**src/hdl/mpie_pkg.sv**
```systemverilog
// Shared types, field codes and constants for the mid-range PIC executor.
// No dependencies; imported by every module of the block.
`timescale 1ns / 1ps

package mpie_pkg;

  // Return stack geometry
  localparam int STACK_DEPTH = 8;
  localparam int SP_W        = $clog2(STACK_DEPTH);

  // STATUS bit positions
  localparam int FLAG_C  = 0;
  localparam int FLAG_DC = 1;
  localparam int FLAG_Z  = 2;
  localparam int FLAG_PD = 3;
  localparam int FLAG_TO = 4;

  localparam logic [7:0] STATUS_RESET = 8'h18;
  localparam logic [6:0] ADDR_STATUS  = 7'h03;
  localparam logic [6:0] CODE_RETURN  = 7'h08;
  localparam logic [6:0] CODE_RETFIE  = 7'h09;
  localparam logic [6:0] CODE_SLEEP   = 7'h63;
  localparam logic [6:0] CODE_CLRWDT  = 7'h64;
  localparam logic [12:0] INT_VECTOR  = 13'h0004;

  // Item command codes
  localparam logic CMD_EXEC = 1'b0;
  localparam logic CMD_INT  = 1'b1;

  // Opcode groups, instruction bits 13:11
  localparam logic [2:0] OPG_BYTE0 = 3'd0;
  localparam logic [2:0] OPG_BYTE1 = 3'd1;
  localparam logic [2:0] OPG_BITSC = 3'd2;
  localparam logic [2:0] OPG_BITTS = 3'd3;
  localparam logic [2:0] OPG_CALL  = 3'd4;
  localparam logic [2:0] OPG_GOTO  = 3'd5;
  localparam logic [2:0] OPG_MOVLW = 3'd6;
  localparam logic [2:0] OPG_LIT   = 3'd7;

  // Sub-operations, instruction bits 10:8, group 0
  localparam logic [2:0] SUB0_MISC  = 3'd0;
  localparam logic [2:0] SUB0_CLR   = 3'd1;
  localparam logic [2:0] SUB0_SUBWF = 3'd2;
  localparam logic [2:0] SUB0_DECF  = 3'd3;
  localparam logic [2:0] SUB0_IORWF = 3'd4;
  localparam logic [2:0] SUB0_ANDWF = 3'd5;
  localparam logic [2:0] SUB0_XORWF = 3'd6;
  localparam logic [2:0] SUB0_ADDWF = 3'd7;

  // Sub-operations, group 1
  localparam logic [2:0] SUB1_MOVF   = 3'd0;
  localparam logic [2:0] SUB1_COMF   = 3'd1;
  localparam logic [2:0] SUB1_INCF   = 3'd2;
  localparam logic [2:0] SUB1_DECFSZ = 3'd3;
  localparam logic [2:0] SUB1_RRF    = 3'd4;
  localparam logic [2:0] SUB1_RLF    = 3'd5;
  localparam logic [2:0] SUB1_SWAPF  = 3'd6;
  localparam logic [2:0] SUB1_INCFSZ = 3'd7;

  // Sub-operations, literal group
  localparam logic [2:0] SUBL_IORLW = 3'd0;
  localparam logic [2:0] SUBL_ANDLW = 3'd1;
  localparam logic [2:0] SUBL_XORLW = 3'd2;
  localparam logic [2:0] SUBL_NOP   = 3'd3;
  localparam logic [2:0] SUBL_SUB0  = 3'd4;
  localparam logic [2:0] SUBL_SUB1  = 3'd5;

  // Cycle counts reported
  localparam logic [1:0] CYC_NONE = 2'd0;
  localparam logic [1:0] CYC_ONE  = 2'd1;
  localparam logic [1:0] CYC_TWO  = 2'd2;

  // Stack fault codes
  localparam logic [1:0] FAULT_NONE  = 2'd0;
  localparam logic [1:0] FAULT_OVER  = 2'd1;
  localparam logic [1:0] FAULT_UNDER = 2'd2;

  typedef enum logic [1:0] {
    DEST_NONE = 2'd0,
    DEST_W    = 2'd1,
    DEST_F    = 2'd2
  } dest_t;

  typedef struct packed {
    logic        command;
    logic [13:0] instruction;
    logic [7:0]  file_value;
    logic        gie_now;
    logic        interrupt_pending;
  } item_t;

  typedef struct packed {
    logic [12:0] pc;
    logic [7:0]  w;
    logic [7:0]  status;
    logic        sleeping;
  } arch_t;

  typedef struct packed {
    logic        push;
    logic        pop;
    logic [12:0] push_data;
  } stk_ctl_t;

  typedef struct packed {
    logic [12:0] pc_next;
    logic [7:0]  w_value;
    logic [7:0]  status_value;
    logic        file_write;
    logic [6:0]  file_addr;
    logic [7:0]  file_data;
    logic        gie_set;
    logic        gie_clear;
    logic [1:0]  cycles;
    logic [1:0]  stack_fault;
    logic        asleep;
  } result_t;

endpackage

```
**src/hdl/mpie_stack.sv**
```systemverilog
// Wrapping return stack with its pointer and fault detection.
// Depends on mpie_pkg for depth and the control struct.
`timescale 1ns / 1ps

module mpie_stack (
  input  logic                clk,
  input  logic                rst_n,
  input  logic                en,
  input  mpie_pkg::stk_ctl_t  ctl,
  output logic [12:0]         pop_data,
  output logic [1:0]          fault
);
  import mpie_pkg::*;

  logic [12:0]       entry_r [STACK_DEPTH];
  logic [SP_W-1:0]   sp_r;
  logic [SP_W-1:0]   sp_nxt;
  logic [SP_W-1:0]   sp_inc;
  logic [SP_W-1:0]   sp_dec;
  logic [SP_W:0]     sp_sum;

  // Wrap the pointer modulo the depth in both directions
  assign sp_sum = {1'b0, sp_r} + {{SP_W{1'b0}}, 1'b1};
  assign sp_inc = (sp_sum == STACK_DEPTH[SP_W:0]) ? '0 : sp_sum[SP_W-1:0];
  assign sp_dec = (sp_r == '0) ? SP_W'(STACK_DEPTH - 1) : sp_r - 1'b1;

  // Read the entry below the pointer, the one a pop returns
  assign pop_data = entry_r[sp_dec];

  // Flag overflow on a wrapping push, underflow on a pop from empty
  always_comb begin
    fault  = FAULT_NONE;
    sp_nxt = sp_r;
    if (ctl.push) begin
      sp_nxt = sp_inc;
      if (sp_inc == '0) fault = FAULT_OVER;
    end else if (ctl.pop) begin
      sp_nxt = sp_dec;
      if (sp_r == '0) fault = FAULT_UNDER;
    end
  end

  // Advance the pointer
  always_ff @(posedge clk) begin
    if (!rst_n) begin
      sp_r <= '0;
    end else if (en) begin
      sp_r <= sp_nxt;
    end
  end

  // Write pushed return addresses
  always_ff @(posedge clk) begin
    if (en && ctl.push) begin
      entry_r[sp_r] <= ctl.push_data;
    end
  end

endmodule

```
**src/hdl/mpie_exec.sv**
```systemverilog
// Single-pass decode and execute of one instruction or interrupt event.
// Depends on mpie_pkg; pure combinational logic.
`timescale 1ns / 1ps

module mpie_exec (
  input  mpie_pkg::item_t     item,
  input  mpie_pkg::arch_t     arch,
  input  logic [12:0]         pop_data,
  output mpie_pkg::arch_t     arch_nxt,
  output mpie_pkg::stk_ctl_t  stk,
  output mpie_pkg::result_t   res_o
);
  import mpie_pkg::*;

  logic [13:0] ins;
  logic [2:0]  opg;
  logic [2:0]  sub;
  logic [6:0]  fa;
  logic [7:0]  fv;
  logic [7:0]  lit;
  logic [7:0]  bmask;
  logic        bit_set;
  logic [12:0] pc_inc;
  logic [12:0] pc_skip;
  logic [7:0]  opa;
  logic [8:0]  add_sum;
  logic [4:0]  add_nib;
  logic        sub_c;
  logic        sub_dc;
  logic        sub_z;
  logic [7:0]  sub_res;
  logic [7:0]  inc_res;
  logic [7:0]  dec_res;

  // Decode operand fields
  assign ins     = item.instruction;
  assign opg     = ins[13:11];
  assign sub     = ins[10:8];
  assign fa      = ins[6:0];
  assign lit     = ins[7:0];
  assign fv      = (fa == ADDR_STATUS) ? arch.status : item.file_value;
  assign bmask   = 8'h01 << ins[9:7];
  assign bit_set = |(fv & bmask);
  assign pc_inc  = arch.pc + 13'd1;
  assign pc_skip = arch.pc + 13'd2;

  // Shared adder and subtractor: W against file value or literal
  assign opa     = (opg == OPG_LIT) ? lit : fv;
  assign add_sum = {1'b0, opa} + {1'b0, arch.w};
  assign add_nib = {1'b0, opa[3:0]} + {1'b0, arch.w[3:0]};
  assign sub_res = opa - arch.w;
  assign sub_c   = arch.w <= opa;
  assign sub_dc  = arch.w[3:0] <= opa[3:0];
  assign sub_z   = arch.w == opa;
  assign inc_res = fv + 8'd1;
  assign dec_res = fv - 8'd1;

  always_comb begin
    logic [7:0] r;
    logic [7:0] st;
    logic [7:0] aff;
    logic [7:0] keep;
    dest_t      dest;

    r    = '0;
    st   = arch.status;
    aff  = '0;
    keep = '0;
    dest = DEST_NONE;

    arch_nxt       = arch;
    arch_nxt.pc    = pc_inc;
    stk.push       = 1'b0;
    stk.pop        = 1'b0;
    stk.push_data  = pc_inc;
    res_o          = '0;
    res_o.cycles   = CYC_ONE;

    if (item.command == CMD_INT) begin
      // Interrupt: vector when enabled, always wake
      arch_nxt.pc = arch.pc;
      res_o.cycles = CYC_NONE;
      if (item.gie_now) begin
        stk.push        = 1'b1;
        stk.push_data   = arch.pc;
        arch_nxt.pc     = INT_VECTOR;
        res_o.gie_clear = 1'b1;
        res_o.cycles    = CYC_TWO;
      end
      arch_nxt.sleeping = 1'b0;
    end else if (arch.sleeping) begin
      // Hold everything while asleep
      arch_nxt.pc  = arch.pc;
      res_o.cycles = CYC_NONE;
    end else begin
      case (opg)
        OPG_BYTE0: begin
          case (sub)
            SUB0_MISC: begin
              if (ins[7]) begin
                r    = arch.w;
                dest = DEST_F;
              end else if (fa == CODE_CLRWDT) begin
                st[FLAG_TO] = 1'b1;
                st[FLAG_PD] = 1'b1;
              end else if (fa == CODE_RETFIE) begin
                stk.pop       = 1'b1;
                arch_nxt.pc   = pop_data;
                res_o.gie_set = 1'b1;
                res_o.cycles  = CYC_TWO;
              end else if (fa == CODE_RETURN) begin
                stk.pop      = 1'b1;
                arch_nxt.pc  = pop_data;
                res_o.cycles = CYC_TWO;
              end else if (fa == CODE_SLEEP) begin
                if (!item.interrupt_pending) begin
                  arch_nxt.sleeping = 1'b1;
                  st[FLAG_TO] = 1'b1;
                  st[FLAG_PD] = 1'b0;
                end
              end
            end
            SUB0_CLR: begin
              r          = '0;
              aff[FLAG_Z] = 1'b1;
              st[FLAG_Z]  = 1'b1;
            end
            SUB0_SUBWF: begin
              r = sub_res;
              aff[FLAG_C] = 1'b1; aff[FLAG_DC] = 1'b1; aff[FLAG_Z] = 1'b1;
              st[FLAG_C] = sub_c; st[FLAG_DC] = sub_dc; st[FLAG_Z] = sub_z;
            end
            SUB0_DECF:  r = dec_res;
            SUB0_IORWF: r = fv | arch.w;
            SUB0_ANDWF: r = fv & arch.w;
            SUB0_XORWF: r = fv ^ arch.w;
            default: begin
              r = add_sum[7:0];
              aff[FLAG_C] = 1'b1; aff[FLAG_DC] = 1'b1; aff[FLAG_Z] = 1'b1;
              st[FLAG_C]  = add_sum[8];
              st[FLAG_DC] = add_nib[4];
              st[FLAG_Z]  = add_sum[7:0] == 8'h00;
            end
          endcase
          // Logic ops and decrement touch only Z
          if (sub != SUB0_MISC && sub != SUB0_CLR && sub != SUB0_SUBWF &&
              sub != SUB0_ADDWF) begin
            aff[FLAG_Z] = 1'b1;
            st[FLAG_Z]  = r == 8'h00;
          end
          if (sub != SUB0_MISC) dest = ins[7] ? DEST_F : DEST_W;
        end
        OPG_BYTE1: begin
          case (sub)
            SUB1_MOVF: begin
              r = fv;
              aff[FLAG_Z] = 1'b1;
              st[FLAG_Z]  = fv == 8'h00;
            end
            SUB1_COMF: begin
              r = ~fv;
              aff[FLAG_Z] = 1'b1;
              st[FLAG_Z]  = fv == 8'hFF;
            end
            SUB1_INCF: begin
              r = inc_res;
              aff[FLAG_Z] = 1'b1;
              st[FLAG_Z]  = inc_res == 8'h00;
            end
            SUB1_DECFSZ: begin
              r = dec_res;
              if (dec_res == 8'h00) begin
                arch_nxt.pc  = pc_skip;
                res_o.cycles = CYC_TWO;
              end
            end
            SUB1_RRF: begin
              r = {arch.status[FLAG_C], fv[7:1]};
              aff[FLAG_C] = 1'b1;
              st[FLAG_C]  = fv[0];
            end
            SUB1_RLF: begin
              r = {fv[6:0], arch.status[FLAG_C]};
              aff[FLAG_C] = 1'b1;
              st[FLAG_C]  = fv[7];
            end
            SUB1_SWAPF: r = {fv[3:0], fv[7:4]};
            default: begin
              r = inc_res;
              if (inc_res == 8'h00) begin
                arch_nxt.pc  = pc_skip;
                res_o.cycles = CYC_TWO;
              end
            end
          endcase
          dest = ins[7] ? DEST_F : DEST_W;
        end
        OPG_BITSC: begin
          r    = ins[10] ? (fv | bmask) : (fv & ~bmask);
          dest = DEST_F;
        end
        OPG_BITTS: begin
          if (ins[10] ? bit_set : !bit_set) begin
            arch_nxt.pc  = pc_skip;
            res_o.cycles = CYC_TWO;
          end
        end
        OPG_CALL: begin
          stk.push     = 1'b1;
          arch_nxt.pc  = {pc_inc[12:11], ins[10:0]};
          res_o.cycles = CYC_TWO;
        end
        OPG_GOTO: begin
          arch_nxt.pc  = {pc_inc[12:11], ins[10:0]};
          res_o.cycles = CYC_TWO;
        end
        OPG_MOVLW: begin
          r    = lit;
          dest = DEST_W;
          if (ins[10]) begin
            stk.pop      = 1'b1;
            arch_nxt.pc  = pop_data;
            res_o.cycles = CYC_TWO;
          end
        end
        default: begin
          case (sub)
            SUBL_IORLW: begin
              r = arch.w | lit; dest = DEST_W; st[FLAG_Z] = r == 8'h00;
            end
            SUBL_ANDLW: begin
              r = arch.w & lit; dest = DEST_W; st[FLAG_Z] = r == 8'h00;
            end
            SUBL_XORLW: begin
              r = arch.w ^ lit; dest = DEST_W; st[FLAG_Z] = r == 8'h00;
            end
            SUBL_NOP: r = '0;
            SUBL_SUB0, SUBL_SUB1: begin
              r = sub_res; dest = DEST_W;
              st[FLAG_C] = sub_c; st[FLAG_DC] = sub_dc; st[FLAG_Z] = sub_z;
            end
            default: begin
              r = add_sum[7:0]; dest = DEST_W;
              st[FLAG_C]  = add_sum[8];
              st[FLAG_DC] = add_nib[4];
              st[FLAG_Z]  = add_sum[7:0] == 8'h00;
            end
          endcase
        end
      endcase

      // Write back to W or to the file; STATUS as target keeps TO, PD, own flags
      if (dest == DEST_W) begin
        arch_nxt.w = r;
      end else if (dest == DEST_F) begin
        res_o.file_write = 1'b1;
        res_o.file_addr  = fa;
        res_o.file_data  = r;
        if (fa == ADDR_STATUS) begin
          keep = aff;
          keep[FLAG_TO] = 1'b1;
          keep[FLAG_PD] = 1'b1;
          st = (r & ~keep) | (st & keep);
        end
      end
      arch_nxt.status = st;
    end

    res_o.pc_next      = arch_nxt.pc;
    res_o.w_value      = arch_nxt.w;
    res_o.status_value = arch_nxt.status;
    res_o.asleep       = arch_nxt.sleeping;
  end

endmodule

```
**src/hdl/midrange_pic_instruction_executor.sv**
```systemverilog
// Top level of the mid-range PIC executor: input register, execute, result register.
// Depends on mpie_pkg, mpie_exec and mpie_stack.
//
//   channel  direction  handshake          payload
//   in_      input      in_valid/in_stall  command, instruction, file_value, gie_now,
//                                          interrupt_pending
//   out_     output     out_valid/out_stall pc_next, w_value, status_value, file_*,
//                                          gie_set, gie_clear, cycles, stack_fault, asleep
//
// One transaction per clock unless stalled; out_valid rises when the result register loads.
// The single execute pass (decode, 8-bit adder, return stack read) sets the clock period.
// Synchronous active-low reset clears PC, W, stack pointer and sleep, and sets STATUS to 0x18.
// A stalled result holds; the input register keeps taking transactions until both stages fill.
`timescale 1ns / 1ps

module midrange_pic_instruction_executor (
  input  logic        clk,
  input  logic        rst_n,
  input  logic        in_valid,
  output logic        in_stall,
  input  logic        in_command,
  input  logic [13:0] in_instruction,
  input  logic [7:0]  in_file_value,
  input  logic        in_gie_now,
  input  logic        in_interrupt_pending,
  output logic        out_valid,
  input  logic        out_stall,
  output logic [12:0] out_pc_next,
  output logic [7:0]  out_w_value,
  output logic [7:0]  out_status_value,
  output logic        out_file_write,
  output logic [6:0]  out_file_addr,
  output logic [7:0]  out_file_data,
  output logic        out_gie_set,
  output logic        out_gie_clear,
  output logic [1:0]  out_cycles,
  output logic [1:0]  out_stack_fault,
  output logic        out_asleep
);
  import mpie_pkg::*;

  item_t    item_r;
  logic     item_valid_r;
  result_t  res_r;
  result_t  res_nxt;
  result_t  exec_res;
  logic     out_valid_r;
  arch_t    arch_r;
  arch_t    arch_nxt;
  stk_ctl_t stk;
  logic [12:0] pop_data;
  logic [1:0]  fault;
  logic     adv;
  logic     in_accept;

  // Move the held transaction into the result register when it is free
  assign adv       = item_valid_r && (!out_valid_r || !out_stall);
  assign in_stall  = item_valid_r && out_valid_r && out_stall;
  assign in_accept = in_valid && !in_stall;

  mpie_exec u_exec (
    .item     (item_r),
    .arch     (arch_r),
    .pop_data (pop_data),
    .arch_nxt (arch_nxt),
    .stk      (stk),
    .res_o    (exec_res)
  );

  mpie_stack u_stack (
    .clk      (clk),
    .rst_n    (rst_n),
    .en       (adv),
    .ctl      (stk),
    .pop_data (pop_data),
    .fault    (fault)
  );

  // Merge the stack fault into the result
  always_comb begin
    res_nxt             = exec_res;
    res_nxt.stack_fault = fault;
  end

  // Valid flags for both stages
  always_ff @(posedge clk) begin
    if (!rst_n) begin
      item_valid_r <= 1'b0;
      out_valid_r  <= 1'b0;
    end else begin
      if (in_accept) item_valid_r <= 1'b1;
      else if (adv)  item_valid_r <= 1'b0;
      if (adv)             out_valid_r <= 1'b1;
      else if (!out_stall) out_valid_r <= 1'b0;
    end
  end

  // Capture accepted transactions
  always_ff @(posedge clk) begin
    if (in_accept) begin
      item_r.command           <= in_command;
      item_r.instruction       <= in_instruction;
      item_r.file_value        <= in_file_value;
      item_r.gie_now           <= in_gie_now;
      item_r.interrupt_pending <= in_interrupt_pending;
    end
  end

  // Hold results until taken
  always_ff @(posedge clk) begin
    if (adv) res_r <= res_nxt;
  end

  // Update core state on each executed transaction
  always_ff @(posedge clk) begin
    if (!rst_n) begin
      arch_r.pc       <= '0;
      arch_r.w        <= '0;
      arch_r.status   <= STATUS_RESET;
      arch_r.sleeping <= 1'b0;
    end else if (adv) begin
      arch_r <= arch_nxt;
    end
  end

  assign out_valid        = out_valid_r;
  assign out_pc_next      = res_r.pc_next;
  assign out_w_value      = res_r.w_value;
  assign out_status_value = res_r.status_value;
  assign out_file_write   = res_r.file_write;
  assign out_file_addr    = res_r.file_addr;
  assign out_file_data    = res_r.file_data;
  assign out_gie_set      = res_r.gie_set;
  assign out_gie_clear    = res_r.gie_clear;
  assign out_cycles       = res_r.cycles;
  assign out_stack_fault  = res_r.stack_fault;
  assign out_asleep       = res_r.asleep;

endmodule

```
**config.mk**
```make
export PLATFORM = sky130hd
export DESIGN_NAME = midrange_pic_instruction_executor
export DESIGN_NICKNAME = d
export VERILOG_FILES = /design/src/hdl/mpie_pkg.sv /design/src/hdl/mpie_stack.sv /design/src/hdl/mpie_exec.sv /design/src/hdl/midrange_pic_instruction_executor.sv
export SDC_FILE = /design/constraint.sdc
export NUM_CORES = 1
export LEC_CHECK = 0
export BUFFER_PORTS_ARGS = -buffer_cell sky130_fd_sc_hd__buf_2
export CAP_MARGIN = 5
export CORE_MARGIN = 2
export CORE_UTILIZATION = 43
export CTS_BUF_LIST = sky130_fd_sc_hd__clkbuf_4
export DETAILED_ROUTE_END_ITERATION = 12
export SYNTH_ARGS = -nofsm -noshare
export SYNTH_HDL_FRONTEND = slang
export SYNTH_SLANG_ARGS = --single-unit
```
**constraint.sdc**
```tcl
create_clock -name clk -period 4.35 [get_ports clk]
set_clock_uncertainty 0.15 [all_clocks]
set_input_delay 0.435 -clock clk [delete_from_list [all_inputs] [get_ports clk]]
set_output_delay 0.435 -clock clk [all_outputs]
set_load 0.05 [all_outputs]
```
==> metrics.md <==
| Metric | Value |
|---|---|
| Status | completed |
| NumNets Final | 1819 |
| Clock-pin slew on the worst setup and hold paths | 60 ps |
| Io pins | 83 |
| Die H | 187 µm |
| DRT iter0 DRCs | 2064 |
| R2R Setup Slk | 60 ps |
| Max Clk Rate | 233 MHz |
| CP Class | reg2reg |
| Synthesized area per cell | 9.45 µm² |
| Max VDD drop | 199 µV |
| Total gr overflow | 0 |
| Leakage power | 6.68 nW |
| Number of flops mapped to enable cells by yosys | 181 |
| Startpoint Class | flip-flop |
| Post-synth top flop | edfxtp_1 |
| Sequential share of power | 45.2% |
| Yosys top cell area share | 37.8% |
| Area contributors post-synth | edfxtp_1 (38%), ha_1 (5.3%), dfxtp_1 (4.9%) |
| Vias in the first global route | 13046 |
| Core region area | 32700 µm² |
| Final Cycle Share | 98.6% |
| Net Sw Power | 1.64 mW |
| DP Wirelength | 40600 µm |
| Setup_tns | 0 ps |
| RSZ-0062 raised after global routing | true |
| Clock power share | 33.7% |
| Post-synthesis sequential area ratio | 42.7% |
| Routed Antenna Nets | 0 |
| WL/cell | 25.2 µm |
| DP Cell Count | 2076 |
| Top cell type by total area after synthesis | edfxtp_1 |
| Fillers | 3027 |
| H-Tree Depth | 2 |
| Top fanout value on the critical path | 7 |
| Initial core utilization | 43.9% |
| Clk_lat worst skew | 800 ps |
| Cell Area, Synth | 14400 µm² |
| FFs w/ async S/R, synth | 0% |
| TritonCTS Buffers | 55 |
| WP data arrival | 4730 ps |
| Unique masters post-synth | 89 |
| Largest net degree at the start of global routing | 55 |
| Bufs on Longest Clock Path | 3 |
| Power, Total | 5.19 mW |
| Initial antenna violation count | 3 |
| Synthesis-to-layout area growth | 21.4% |
| All-Layer GR Usage | 31.3% |
| Power density cells | 297 nW/µm² |
| Clock Sinks | 216 |
| First-pass GRT wire length | 82800 µm |
| Final WL | 56000 µm |
| Root buffer cell | clkbuf_4 |
| Slew margin rel. | 31.4% |
| Pint | 3.55 mW |
| Setup violators final | 0 |
| Final slew viol count | 0 |
| Comb power frac | 21.1% |
| GP Congestion | 1.03 |
| Post-Synthesis Cells | 1521 |
| Final Non-Filler Cells | 2219 |
| Final Hold Fails | 0 |
| 1st-pass router iterations | 7 |
| Worst-Margin Slew | 1030 ps |
| CTS tree | yes |
| Width of the die | 187 µm |
| Routed vias | 13951 |
| Req. time, crit path | 4790 ps |
| Worst hold path type | in2reg |
| # Max-Cap Violations | 0 |
| Die Area | 34900 µm² |
| Yosys reg bits | 216 |
| Drt drc | 0 |
| Vias per inst | 6.29 |
| Yosys Warn Count | 0 |
| Number of port buffers | 82 |
| Setup crit end kind | flip-flop |
| Share of layout cells above drive strength 1 | 24.2% |
| Crit path time final | 4290 ps |
| Rows | 66 |
| Synth Net Count | 1613 |
| Sw frac | 31.5% |
## power by group through the flow
stage / Sequential (mW) / Combinational [mW] / Clock, mW
floorplan: 2.46 / 0.537 / 0
global placement: 2.39 / 0.991 / 0
detailed placement: 2.39 / 0.991 / 0
CTS: 2.34 / 1.02 / 1.79
global route: 2.35 / 1.15 / 1.91
finish: 2.34 / 1.09 / 1.75
## registers in the layout, summed over array words and instances, names as in the netlist, 2 cells and up
name              cells
arch_r               30
item_r               25
out_cycles            2
out_file_addr         7
out_file_data         8
out_pc_next          13
out_stack_fault       2
out_status_value      8
out_w_value           8
u_stack.entry_r     104
u_stack.sp_r          3
## worst paths after layout
check	start	end	depth (start not counted)
setup / recovery	item_r[16]	out_w_value[7]	17
hold / removal	rst_n	arch_r[4]	2
setup reg to reg	item_r[16]	out_w_value[7]	17
hold reg to reg	item_valid_r	out_valid	2
## Yosys cell counts, drive strengths merged (14+ instances only)
cell type	number
nand2b	21
dfxtp	35
a221oi	35
nor2	139
inv	54
nor2b	15
o21ai	89
xnor2	30
o211ai	24
nand4	18
a211oi	20
mux4	14
nor3	37
a21oi	96
nand2	151
and2	15
ha	61
clkbuf	104
xor2	23
a221o	14
mux2i	21
o22ai	22
or3	16
nand3	43
buf	16
edfxtp	181
and3	30
## per-layer routing
metal	track usage (%)	vias to the layer above	part of all wire, %
met4	10.5	0	3.7
met1	44.2	6641	41
li1	-	6225	-
met2	45.7	930	42
met5	0	-	0
met3	9.38	155	13
## critical path, stage by stage, from the launching register on
cell and delay (ps):
edfxtp_1 420, buf_4 170, nor3_4 260, nand2_2 160, mux2_2 360, inv_1 120
a21oi_2 100, ha_4 340, nor2b_1 80, or4_1 400, o21ai_1 160, xor2_1 240
buf_4 160, nor2_1 40, a31o_2 240, or2_2 270, a32o_2 300, o21ai_1 140
## metrics by stage
stage	setup WS [ps]	area [µm²]	hold slack (ps)	util [%]
6_report	59.0	17400	150	53.3
3_3_place_gp	-50.4	16100	353	49.2
4_1_cts	9.84	17100	88.3	52.3
5_1_grt	-49.4	17400	124	53.3
3_5_place_dp	-155	16100	373	49.2
2_1_floorplan	2.69	14400	322	-
## layout make-up
class                           count  area (µm²)  share of cell area (%)
Antenna cell                        3        7.51                  0.0430
Clock buffer                       82         616                    3.53
Clock inverter                     22         109                   0.624
Inverter                           54         203                    1.16
Multi-Input combinational cell   1131        7900                    45.3
Sequential cell                   216        6140                    35.2
Tap cell                          442         553                    3.17
Timing Repair Buffer              269        1930                    11.0
## repair_timing
action,in CTS,in global routing
endpoints found under the setup margin,15,44
resized for setup,13,56
hold buffers,28,0
setup buffers,0,8
pin swaps,1,20
endpoints found under the hold margin,27,0
## cell usage in the layout, fill, tap and decap left out, types with 16 or more instances in the layout
| cell type | synthesis | routed |
|---|---|---|
| a211oi_1 | 20 | 17 |
| nor2_1 | 138 | 137 |
| dlygate4sd3_1 | 0 | 28 |
| o22ai_1 | 22 | 20 |
| buf_2 | 6 | 82 |
| nand3_1 | 43 | 42 |
| xnor2_1 | 30 | 30 |
| buf_4 | 1 | 155 |
| nand2b_1 | 21 | 18 |
| edfxtp_1 | 181 | 181 |
| o211ai_1 | 24 | 24 |
| clkinv_1 | 0 | 16 |
| mux2i_1 | 20 | 19 |
| ha_1 | 61 | 58 |
| dfxtp_1 | 35 | 35 |
| nand2_1 | 150 | 150 |
| and3_1 | 30 | 30 |
| o21ai_0 | 87 | 81 |
| clkbuf_4 | 0 | 82 |
| xor2_1 | 22 | 20 |
| a221oi_1 | 34 | 33 |
| nand4_1 | 18 | 18 |
| a21oi_1 | 96 | 88 |
| inv_1 | 52 | 50 |
| nor3_1 | 36 | 32 |
## kinds of logic after synthesis
kind of cell               after synthesis  synth area share, %
AOI/OAI and AO/OA                      452                 22.0
xor gates and xnor gates                53                 3.28
adders and majority gates               63                 5.59
buffers and inverters                  174                 4.64
DFF                                    216                 42.7
muxes                                   44                 4.48
and+or+nand+nor                        519                 17.3
Note: power is estimated with default switching activity, not from simulation.
